### config.mk
export PLATFORM = sky130hd
export DESIGN_NAME = utf8_name_sanitizer_unit
export DESIGN_NICKNAME = d
export VERILOG_FILES = /design/src/hw/rtl/uns_pkg.sv /design/src/hw/rtl/uns_decode.sv /design/src/hw/rtl/uns_char_unit.sv /design/src/hw/rtl/uns_seq.sv /design/src/hw/rtl/utf8_name_sanitizer_unit.sv
export SDC_FILE = /design/constraint.sdc
export NUM_CORES = 1
export LEC_CHECK = 0
export ABC_AREA = 1
export BUFFER_PORTS_ARGS = -buffer_cell sky130_fd_sc_hd__buf_2
export CORE_ASPECT_RATIO = 1.2
export CORE_MARGIN = 2
export CORE_UTILIZATION = 43
export CTS_BUF_LIST = sky130_fd_sc_hd__clkbuf_4 sky130_fd_sc_hd__clkbuf_8
export CTS_CLUSTER_DIAMETER = 120
export DETAILED_ROUTE_END_ITERATION = 10
export GPL_TIMING_DRIVEN = 0
export HOLD_SLACK_MARGIN = 0.02
export SYNTH_ARGS = -nofsm -noshare
export SYNTH_HDL_FRONTEND = slang
export SYNTH_HIERARCHICAL = 1
export SYNTH_SLANG_ARGS = --single-unit
### constraint.sdc
create_clock -name clock -period 5.2 [get_ports clock]
set_input_delay 0 -clock clock [delete_from_list [all_inputs] [get_ports clock]]
set_output_delay 0 -clock clock [all_outputs]
set_load 0.02 [all_outputs]
### src/hw/rtl/uns_pkg.sv
// uns_pkg: shared types, character constants and the Latin-1 letter table
// for the UTF-8 name sanitizer. No dependencies.
`timescale 1ns / 1ps

package uns_pkg;

   localparam int unsigned CP_W   = 21;
   localparam int unsigned CHAR_W = 7;

   localparam logic [CP_W-1:0]   REPL_CP = 21'h00FFFD;
   localparam logic [CHAR_W-1:0] CH_SEP  = 7'h5F;  // '_'
   localparam logic [CHAR_W-1:0] CH_U    = 7'h75;  // 'u'
   localparam logic [CHAR_W-1:0] CH_0    = 7'h30;  // '0'
   localparam logic [CHAR_W-1:0] CH_A    = 7'h41;  // 'A'

   // emit phases of the character unit
   localparam logic [2:0] PH_SEP = 3'd0;
   localparam logic [2:0] PH_CH0 = 3'd1;
   localparam logic [2:0] PH_CH1 = 3'd2;
   localparam logic [2:0] PH_U   = 3'd3;
   localparam logic [2:0] PH_HEX = 3'd4;

   typedef struct packed {
      logic [2:0]      used;  // bytes consumed, 0 = incomplete prefix
      logic [CP_W-1:0] cp;
   } dec_result_type;

   typedef struct packed {
      logic              load;
      logic [CHAR_W-1:0] ch;
      logic              no_char;
      logic              last;
   } out_load_type;

   // {second, first} letter, zero where no letter exists
   function automatic logic [2*CHAR_W-1:0] latin_map(input logic [5:0] idx);
      logic [2*CHAR_W-1:0] r;
      case (idx)
         6'd0, 6'd1, 6'd2, 6'd3, 6'd4, 6'd5:   r = {7'h00, 7'h41};
         6'd6:                                 r = {7'h45, 7'h41};
         6'd7:                                 r = {7'h00, 7'h43};
         6'd8, 6'd9, 6'd10, 6'd11:             r = {7'h00, 7'h45};
         6'd12, 6'd13, 6'd14, 6'd15:           r = {7'h00, 7'h49};
         6'd16:                                r = {7'h00, 7'h44};
         6'd17:                                r = {7'h00, 7'h4E};
         6'd18, 6'd19, 6'd20, 6'd21, 6'd22,
         6'd24:                                r = {7'h00, 7'h4F};
         6'd25, 6'd26, 6'd27, 6'd28:           r = {7'h00, 7'h55};
         6'd29:                                r = {7'h00, 7'h59};
         6'd30:                                r = {7'h48, 7'h54};
         6'd31:                                r = {7'h73, 7'h73};
         6'd32, 6'd33, 6'd34, 6'd35, 6'd36,
         6'd37:                                r = {7'h00, 7'h61};
         6'd38:                                r = {7'h65, 7'h61};
         6'd39:                                r = {7'h00, 7'h63};
         6'd40, 6'd41, 6'd42, 6'd43:           r = {7'h00, 7'h65};
         6'd44, 6'd45, 6'd46, 6'd47:           r = {7'h00, 7'h69};
         6'd48:                                r = {7'h00, 7'h64};
         6'd49:                                r = {7'h00, 7'h6E};
         6'd50, 6'd51, 6'd52, 6'd53, 6'd54,
         6'd56:                                r = {7'h00, 7'h6F};
         6'd57, 6'd58, 6'd59, 6'd60:           r = {7'h00, 7'h75};
         6'd61, 6'd63:                         r = {7'h00, 7'h79};
         6'd62:                                r = {7'h68, 7'h74};
         default:                              r = '0;
      endcase
      return r;
   endfunction

endpackage

### src/hw/rtl/uns_decode.sv
// uns_decode: strict UTF-8 decode of the byte queue head.
// Depends on uns_pkg.
`timescale 1ns / 1ps

module uns_decode (
   input  logic [3:0][7:0]         buf_bytes,
   input  logic [2:0]              avail,
   input  logic                    final_flag,
   output uns_pkg::dec_result_type result
);

   logic [7:0] lead;
   logic [2:0] len;
   logic       bad;
   logic       ok;
   logic [7:0] b;

   always_comb begin
      lead = buf_bytes[0];
      len  = 3'd1;
      bad  = 1'b0;
      ok   = 1'b1;
      b    = '0;
      result.used = 3'd1;
      result.cp   = {13'd0, lead};
      if (lead >= 8'hC2 && lead <= 8'hDF) begin
         len = 3'd2;
      end else if (lead >= 8'hE0 && lead <= 8'hEF) begin
         len = 3'd3;
      end else if (lead >= 8'hF0 && lead <= 8'hF4) begin
         len = 3'd4;
      end else if (lead >= 8'h80) begin
         bad = 1'b1;
      end
      for (int i = 1; i < 4; i++) begin
         b  = buf_bytes[i];
         ok = (b & 8'hC0) == 8'h80;
         if (i == 1) begin
            if (lead == 8'hE0 && b < 8'hA0) ok = 1'b0;
            if (lead == 8'hED && b >= 8'hA0) ok = 1'b0;
            if (lead == 8'hF0 && b < 8'h90) ok = 1'b0;
            if (lead == 8'hF4 && b >= 8'h90) ok = 1'b0;
         end
         if (3'(i) < avail && 3'(i) < len && !ok) bad = 1'b1;
      end
      if (len != 3'd1) begin
         if (bad || (avail < len && final_flag)) begin
            result.used = 3'd1;
            result.cp   = uns_pkg::REPL_CP;
         end else if (avail < len) begin
            result.used = 3'd0;
         end else begin
            result.used = len;
            case (len)
               3'd2:    result.cp = {10'd0, lead[4:0], buf_bytes[1][5:0]};
               3'd3:    result.cp = {5'd0, lead[3:0], buf_bytes[1][5:0],
                                     buf_bytes[2][5:0]};
               default: result.cp = {lead[2:0], buf_bytes[1][5:0],
                                     buf_bytes[2][5:0], buf_bytes[3][5:0]};
            endcase
         end
      end else if (bad) begin
         result.cp = uns_pkg::REPL_CP;
      end
   end

endmodule

### src/hw/rtl/uns_char_unit.sv
// uns_char_unit: shared character generator, picks one output character per
// step from the emit phase (separator, letters, 'u', hex nibble). Uses uns_pkg.
`timescale 1ns / 1ps

module uns_char_unit (
   input  logic [2:0]                  phase,
   input  logic [uns_pkg::CP_W-1:0]    cp,
   input  logic [2:0]                  nib,
   input  logic [2*uns_pkg::CHAR_W-1:0] letters,
   output logic [uns_pkg::CHAR_W-1:0]  ch
);

   logic [23:0] cp_ext;
   logic [4:0]  bit_pos;
   logic [3:0]  digit;

   always_comb begin
      cp_ext  = {3'd0, cp};
      bit_pos = {nib, 2'b00};
      digit   = cp_ext[bit_pos +: 4];
      case (phase)
         uns_pkg::PH_SEP: ch = uns_pkg::CH_SEP;
         uns_pkg::PH_CH0: ch = letters[uns_pkg::CHAR_W-1:0];
         uns_pkg::PH_CH1: ch = letters[2*uns_pkg::CHAR_W-1:uns_pkg::CHAR_W];
         uns_pkg::PH_U:   ch = uns_pkg::CH_U;
         uns_pkg::PH_HEX: begin
            if (digit < 4'd10) ch = uns_pkg::CH_0 + {3'd0, digit};
            else               ch = uns_pkg::CH_A + {3'd0, digit} - 7'd10;
         end
         default:         ch = '0;
      endcase
   end

endmodule

### src/hw/rtl/uns_seq.sv
// uns_seq: sequencer holding the byte queue and name state; decodes one code
// point at a time and emits its characters through uns_char_unit.
// Depends on uns_pkg, uns_decode, uns_char_unit.
`timescale 1ns / 1ps

module uns_seq (
   input  logic                  clock,
   input  logic                  reset,
   input  logic                  in_valid,
   output logic                  in_ready,
   input  logic [7:0]            in_byte,
   input  logic                  in_end,
   input  logic                  out_free,
   output uns_pkg::out_load_type out_load
);

   localparam logic [1:0] ST_IDLE   = 2'd0;
   localparam logic [1:0] ST_DECODE = 2'd1;
   localparam logic [1:0] ST_EMIT   = 2'd2;
   localparam logic [1:0] ST_FINISH = 2'd3;

   logic [1:0]                      state_ff, state_in;
   logic [3:0][7:0]                 buf_ff, buf_in;
   logic [2:0]                      cnt_ff, cnt_in;
   logic                            end_ff, end_in;
   logic                            emitted_ff, emitted_in;
   logic                            sep_ff, sep_in;
   logic                            slot_valid_ff, slot_valid_in;
   logic [uns_pkg::CHAR_W-1:0]      slot_char_ff, slot_char_in;
   logic [2:0]                      phase_ff, phase_in;
   logic [2:0]                      nib_ff, nib_in;
   logic [uns_pkg::CP_W-1:0]        cp_ff, cp_in;
   logic [2*uns_pkg::CHAR_W-1:0]    let_ff, let_in;
   logic                            hex_ff, hex_in;

   uns_pkg::dec_result_type         dec;
   logic [uns_pkg::CHAR_W-1:0]      unit_ch;
   logic [2*uns_pkg::CHAR_W-1:0]    lat;
   logic [23:0]                     cp_ext;
   logic [2:0]                      top_nib;
   logic [2:0]                      sel;
   logic                            is_alnum;
   logic                            is_latin;
   logic                            can_put;

   uns_decode u_decode (
      .buf_bytes  (buf_ff),
      .avail      (cnt_ff),
      .final_flag (end_ff),
      .result     (dec)
   );

   uns_char_unit u_char (
      .phase   (phase_ff),
      .cp      (cp_ff),
      .nib     (nib_ff),
      .letters (let_ff),
      .ch      (unit_ch)
   );

   assign in_ready = (state_ff == ST_IDLE);
   assign can_put  = !slot_valid_ff || out_free;

   always_comb begin
      cp_ext   = {3'd0, dec.cp};
      lat      = uns_pkg::latin_map(dec.cp[5:0]);
      is_alnum = (dec.cp >= 21'h61 && dec.cp <= 21'h7A) ||
                 (dec.cp >= 21'h41 && dec.cp <= 21'h5A) ||
                 (dec.cp >= 21'h30 && dec.cp <= 21'h39);
      is_latin = dec.cp >= 21'hC0 && dec.cp <= 21'hFF && lat[uns_pkg::CHAR_W-1:0] != '0;
      top_nib  = '0;
      for (int n = 0; n < 6; n++) begin
         if (cp_ext[n*4 +: 4] != 4'd0) top_nib = 3'(n);
      end
   end

   always_comb begin
      state_in      = state_ff;
      buf_in        = buf_ff;
      cnt_in        = cnt_ff;
      end_in        = end_ff;
      emitted_in    = emitted_ff;
      sep_in        = sep_ff;
      slot_valid_in = slot_valid_ff;
      slot_char_in  = slot_char_ff;
      phase_in      = phase_ff;
      nib_in        = nib_ff;
      cp_in         = cp_ff;
      let_in        = let_ff;
      hex_in        = hex_ff;
      sel           = '0;
      out_load      = '0;
      case (state_ff)
         ST_IDLE: begin
            if (in_valid && (in_byte != 8'd0 || in_end)) begin
               end_in = in_end;
               if (in_byte != 8'd0) begin
                  buf_in[cnt_ff[1:0]] = in_byte;
                  cnt_in              = cnt_ff + 3'd1;
               end
               state_in = ST_DECODE;
            end
         end
         ST_DECODE: begin
            if (cnt_ff == 3'd0 || dec.used == 3'd0) begin
               state_in = ST_FINISH;
            end else begin
               for (int i = 0; i < 4; i++) begin
                  sel = 3'(i) + dec.used;
                  buf_in[i] = sel[2] ? 8'd0 : buf_ff[sel[1:0]];
               end
               cnt_in = cnt_ff - dec.used;
               cp_in  = dec.cp;
               nib_in = top_nib;
               if (is_alnum || is_latin) begin
                  let_in   = is_alnum ? {7'd0, dec.cp[6:0]} : lat;
                  hex_in   = 1'b0;
                  phase_in = (sep_ff && emitted_ff) ? uns_pkg::PH_SEP : uns_pkg::PH_CH0;
                  sep_in   = 1'b0;
                  state_in = ST_EMIT;
               end else if (dec.cp > 21'h7F) begin
                  hex_in   = 1'b1;
                  phase_in = emitted_ff ? uns_pkg::PH_SEP : uns_pkg::PH_U;
                  sep_in   = 1'b0;
                  state_in = ST_EMIT;
               end else begin
                  sep_in = emitted_ff;
               end
            end
         end
         ST_EMIT: begin
            if (can_put) begin
               out_load.load = slot_valid_ff;
               out_load.ch   = slot_char_ff;
               slot_valid_in = 1'b1;
               slot_char_in  = unit_ch;
               emitted_in    = 1'b1;
               case (phase_ff)
                  uns_pkg::PH_SEP: phase_in = hex_ff ? uns_pkg::PH_U : uns_pkg::PH_CH0;
                  uns_pkg::PH_CH0: begin
                     if (let_ff[2*uns_pkg::CHAR_W-1:uns_pkg::CHAR_W] != '0) begin
                        phase_in = uns_pkg::PH_CH1;
                     end else begin
                        state_in = ST_DECODE;
                     end
                  end
                  uns_pkg::PH_U:   phase_in = uns_pkg::PH_HEX;
                  uns_pkg::PH_HEX: begin
                     if (nib_ff == 3'd0) state_in = ST_DECODE;
                     else                nib_in = nib_ff - 3'd1;
                  end
                  default:         state_in = ST_DECODE;
               endcase
            end
         end
         ST_FINISH: begin
            if (end_ff) begin
               if (out_free) begin
                  out_load.load    = 1'b1;
                  out_load.ch      = slot_valid_ff ? slot_char_ff : '0;
                  out_load.no_char = !slot_valid_ff;
                  out_load.last    = 1'b1;
                  slot_valid_in    = 1'b0;
                  buf_in           = '0;
                  cnt_in           = '0;
                  end_in           = 1'b0;
                  emitted_in       = 1'b0;
                  sep_in           = 1'b0;
                  state_in         = ST_IDLE;
               end
            end else if (!slot_valid_ff) begin
               state_in = ST_IDLE;
            end else if (out_free) begin
               out_load.load = 1'b1;
               out_load.ch   = slot_char_ff;
               slot_valid_in = 1'b0;
               state_in      = ST_IDLE;
            end
         end
         default: state_in = ST_IDLE;
      endcase
   end

   always_ff @(posedge clock) begin
      if (reset) begin
         state_ff      <= ST_IDLE;
         buf_ff        <= '0;
         cnt_ff        <= '0;
         end_ff        <= 1'b0;
         emitted_ff    <= 1'b0;
         sep_ff        <= 1'b0;
         slot_valid_ff <= 1'b0;
      end else begin
         state_ff      <= state_in;
         buf_ff        <= buf_in;
         cnt_ff        <= cnt_in;
         end_ff        <= end_in;
         emitted_ff    <= emitted_in;
         sep_ff        <= sep_in;
         slot_valid_ff <= slot_valid_in;
      end
   end

   always_ff @(posedge clock) begin
      slot_char_ff <= slot_char_in;
      phase_ff     <= phase_in;
      nib_ff       <= nib_in;
      cp_ff        <= cp_in;
      let_ff       <= let_in;
      hex_ff       <= hex_in;
   end

endmodule

### src/hw/rtl/utf8_name_sanitizer_unit.sv
// Throughput: one word in flight; req_tready is high only in the idle state.
// A zero byte without tlast is accepted and dropped; any other word is decoded
// one code point at a time, each followed by its characters, which rsp stalls
// can hold back. A word's first character passes the char slot, then rsp.
// Synchronous active-high reset clears the byte queue, name flags and output valid flags.
`timescale 1ns / 1ps

module utf8_name_sanitizer_unit (
   input  logic       clock,
   input  logic       reset,
   input  logic       req_tvalid,
   output logic       req_tready,
   input  logic [7:0] req_tdata,   // [7:0] in_byte
   input  logic       req_tlast,   // end_of_name
   output logic       rsp_tvalid,
   input  logic       rsp_tready,
   output logic [7:0] rsp_tdata,   // [6:0] out_char, [7] zero
   output logic       rsp_tuser,   // no_char
   output logic       rsp_tlast    // last_of_name
);

   uns_pkg::out_load_type       load;
   logic                        out_free;
   logic                        rsp_valid_ff, rsp_valid_in;
   logic [uns_pkg::CHAR_W-1:0]  rsp_char_ff, rsp_char_in;
   logic                        rsp_nochar_ff, rsp_nochar_in;
   logic                        rsp_last_ff, rsp_last_in;

   assign out_free = !rsp_valid_ff || rsp_tready;

   uns_seq u_seq (
      .clock    (clock),
      .reset    (reset),
      .in_valid (req_tvalid),
      .in_ready (req_tready),
      .in_byte  (req_tdata),
      .in_end   (req_tlast),
      .out_free (out_free),
      .out_load (load)
   );

   always_comb begin
      rsp_valid_in  = rsp_valid_ff;
      rsp_char_in   = rsp_char_ff;
      rsp_nochar_in = rsp_nochar_ff;
      rsp_last_in   = rsp_last_ff;
      if (load.load) begin
         rsp_valid_in  = 1'b1;
         rsp_char_in   = load.ch;
         rsp_nochar_in = load.no_char;
         rsp_last_in   = load.last;
      end else if (rsp_tready) begin
         rsp_valid_in = 1'b0;
      end
   end

   always_ff @(posedge clock) begin
      if (reset) begin
         rsp_valid_ff <= 1'b0;
      end else begin
         rsp_valid_ff <= rsp_valid_in;
      end
   end

   always_ff @(posedge clock) begin
      rsp_char_ff   <= rsp_char_in;
      rsp_nochar_ff <= rsp_nochar_in;
      rsp_last_ff   <= rsp_last_in;
   end

   assign rsp_tvalid = rsp_valid_ff;
   assign rsp_tdata  = {1'b0, rsp_char_ff};
   assign rsp_tuser  = rsp_nochar_ff;
   assign rsp_tlast  = rsp_last_ff;

endmodule

==> results.toml <==
[setup_path]
crit_fanout = 13
arrival_ns = 4.81
worstSetupStartpointType = "register"
crit_type = "register to register"
end_kind = "register"
worstPathRequired_ns = 5.29

[die]
io_pins = 25
num_rows = 52
dieArea_sq_um = 18200
start_util_pct = 43.8
die_height_microns = 147
die_w_microns = 123
fp.coreArea_sq_um = 16800

[placed_design]
gp_congestion = 1.01
port_buffers = 23
dp_hpwl_microns = 17600

[yosys]
async_flop_share_pct = 0
synth.distinct_cells = 55
synth_nets = 1109
ys_seq_area_share_pct = 34.7
syn_inst = 1081
netlist_area_sq_um = 7360
syn_area_per_cell_sq_um = 6.81
ys_ff_latch = 99
synth_enable_flop_cells = 57
synth.yosys.warnings = 6
ys.flop_type = "edfxtp_1"

[worst_hold_path]
min_path_type = "input port to register"

[timing]
fin_setup_tns_ns = 0
fin_crit_sh_pct = 90.9
min_period_ns = 4.73
clock.fmax_ghz = 0.211
relSlewSlack_pct = 42.8
hold_viol = 0
slew_violations = 0
worst_pin_slew_ns = 0.852
fin_skew_ns = 0.0249
rsz0062_at_grt = "false"
setup_viol = 0

[drt]
wl_per_cell_microns = 17.0
dr.pass1.iters = 5
routed_wirelength_microns = 22800
first_iter_violations = 586
drc = 0
antenna_left = 0
vias = 7456
viasPerCell = 5.55

[final_layout]
final_layout_size_suffix_gt1_share_pct = 12.0
nets = 1151
utilization_pct = 47.9
diodes = 0
syn2layout_area_growth_pct = 9.32

[run]
drv_cap = 0

[clock_tree]
cts_sinks = 99
cts_tree = "done"
path_clk_slew_ns = 0.12
cts_root_buf = "clkbuf_8"
cts_buffer_depth = 2
insertion_delay_ns = 0.41
htree_levels = 3
cts_made_buffers = 9

[grt]
grt_max_degree = 22
grt_usage_pct = 25.9
antenna_found_initial = 0
grt_pass1_vias = 6844
grt-ovfl-total = 0
grt_pass1_wl_microns = 36100

[power_and_ir_drop]
p_per_area_nw_per_um2 = 583
vdd.ir_drop.worst_uv = 223
power_leakage_nw = 3.29

[run_status]
status = "completed"
[registers in the layout, summed over array words and instances (netlist names), 2 cells and up]
signal and cells:
u_seq/cp_ff 21, u_seq/let_ff 13, u_seq/slot_char_ff 7, u_seq/buf_ff 32, rsp_char_ff 7, u_seq/cnt_ff 3
u_seq/nib_ff 3, u_seq/state_ff 2, u_seq/phase_ff 3
[power by group]
part           internal [mW]  total, mW  leakage (nW)  switching (mW)
sequential              1.15       1.42         0.881           0.264
clock                  0.196      0.523         0.105           0.327
combinational          0.829       2.75          2.30            1.92
[synthesized netlist by cell type (all sizes together), types with 2 or more instances]
cell type    n  share of area, %
a31oi        3              0.26
edfxtp      57                23
a21oi       67               5.3
nand3       86               6.4
a221oi       5              0.60
o211ai      17               1.7
a211oi       3              0.31
o21bai       6              0.61
nor2       153               9.1
nand3b       2              0.20
clkinv       2              0.12
buf         16               1.3
dfxtp       42                11
xnor2        2              0.24
o21ai      127               8.7
ha          14               2.4
o22ai       18               1.5
nand4       15               1.3
nor3        11              0.97
clkbuf      17              0.88
xor2         2              0.24
nand2      273                15
inv        130               6.7
[per-stage QoR]
step	area (sq um)	power (mW)	hold slack, ns	setup slack, ns	std cells
6_report	8050	4.69	0.0964	0.472	1344
5_1_grt	8050	5.08	0.137	0.0925	1344
4_1_cts	8020	4.68	0.0794	0.0524	1342
3_5_place_dp	7740	4.13	0.174	-0.247	1320
3_3_place_gp	7740	4.12	0.170	-0.257	1320
2_1_floorplan	7360	3.38	0.0624	0.962	1081
[final timing paths]
path / from / to / slack [ns] / cells past startpoint
max reg2reg: u_seq/buf_ff[4] / u_seq/let_ff[1] / 0.47 / 24
min: rsp_tready / rsp_tlast / 0.1 / 5
min reg2reg: u_seq/buf_ff[24] / u_seq/buf_ff[24] / 0.50 / 2
max: u_seq/buf_ff[4] / u_seq/let_ff[1] / 0.47 / 24
[logic make-up after synthesis]
family	after synthesis	synth area share [%]
AOI/OAI and AO/OA	255	20.0
xor gates and xnor gates	4	0.476
adders and majority gates	15	2.65
buffers and inverters	165	9.03
DFF	99	34.7
other	1	0.0510
and+or+nand+nor	542	33.1
[layout make-up]
class	instances	area [sq um]
clock inverter	7	86.3
clock buffer	9	124
buffer	32	160
inverter	132	513
timing repair buffer	31	188
fill	1744	8740
timing repair inverter	1	5.00
sequential	99	2550
multi-input combinational	817	4150
tap	216	270
[placed cells by master (no fill, tap or decap), drive strengths merged, types with 4 or more instances in the layout]
| cell type | instances |
|---|---|
| clkinvlp | 4 |
| nor2 | 153 |
| nor3 | 11 |
| o22ai | 18 |
| a221oi | 5 |
| dfxtp | 42 |
| clkbuf | 25 |
| o211ai | 17 |
| o21ai | 127 |
| inv | 131 |
| ha | 14 |
| clkinv | 5 |
| nand3 | 86 |
| buf | 42 |
| o21bai | 6 |
| nand2 | 273 |
| edfxtp | 57 |
| nand4 | 15 |
| a21oi | 67 |
| dlygate4sd3 | 5 |
[routing by layer]
layer / GRT usage [%] / part of all wire [%] / vias to the layer above
li1: - / - / 3718
met5: 0 / 0 / -
met2: 42.5 / 48 / 287
met4: 14.9 / 5.8 / 0
met1: 32.0 / 41 / 3367
met3: 3.80 / 5.1 / 84
[worst max-delay path, cell delays in order (launching register included)]
cell and delay (ns):
dfxtp_1 0.65, inv_2 0.07, nand2_1 0.11, nor2_4 0.07
a21oi_2 0.27, buf_2 0.32, ha_1 0.27, nand2_1 0.06
inv_1 0.04, nand2_2 0.14, nand3_2 0.22, nand3_4 0.22
nor2_1 0.06, nor2_1 0.46, nor2_1 0.15, nor2_1 0.18
nand3_1 0.09, nand3_1 0.10, nand2_1 0.05, nand2_1 0.11
nand3_4 0.13, nor2_4 0.18, inv_2 0.07, nand2_1 0.10
clkinvlp_4 0.27
[repair_timing]
item	in CTS	in global routing
hold buffers	5	0
gates resized for setup	2	4
buffers inserted	0	3
endpoints found under the setup margin	14	49
gates cloned	1	0
endpoints found under the hold margin	4	0
(Power assumes the default switching activity.)
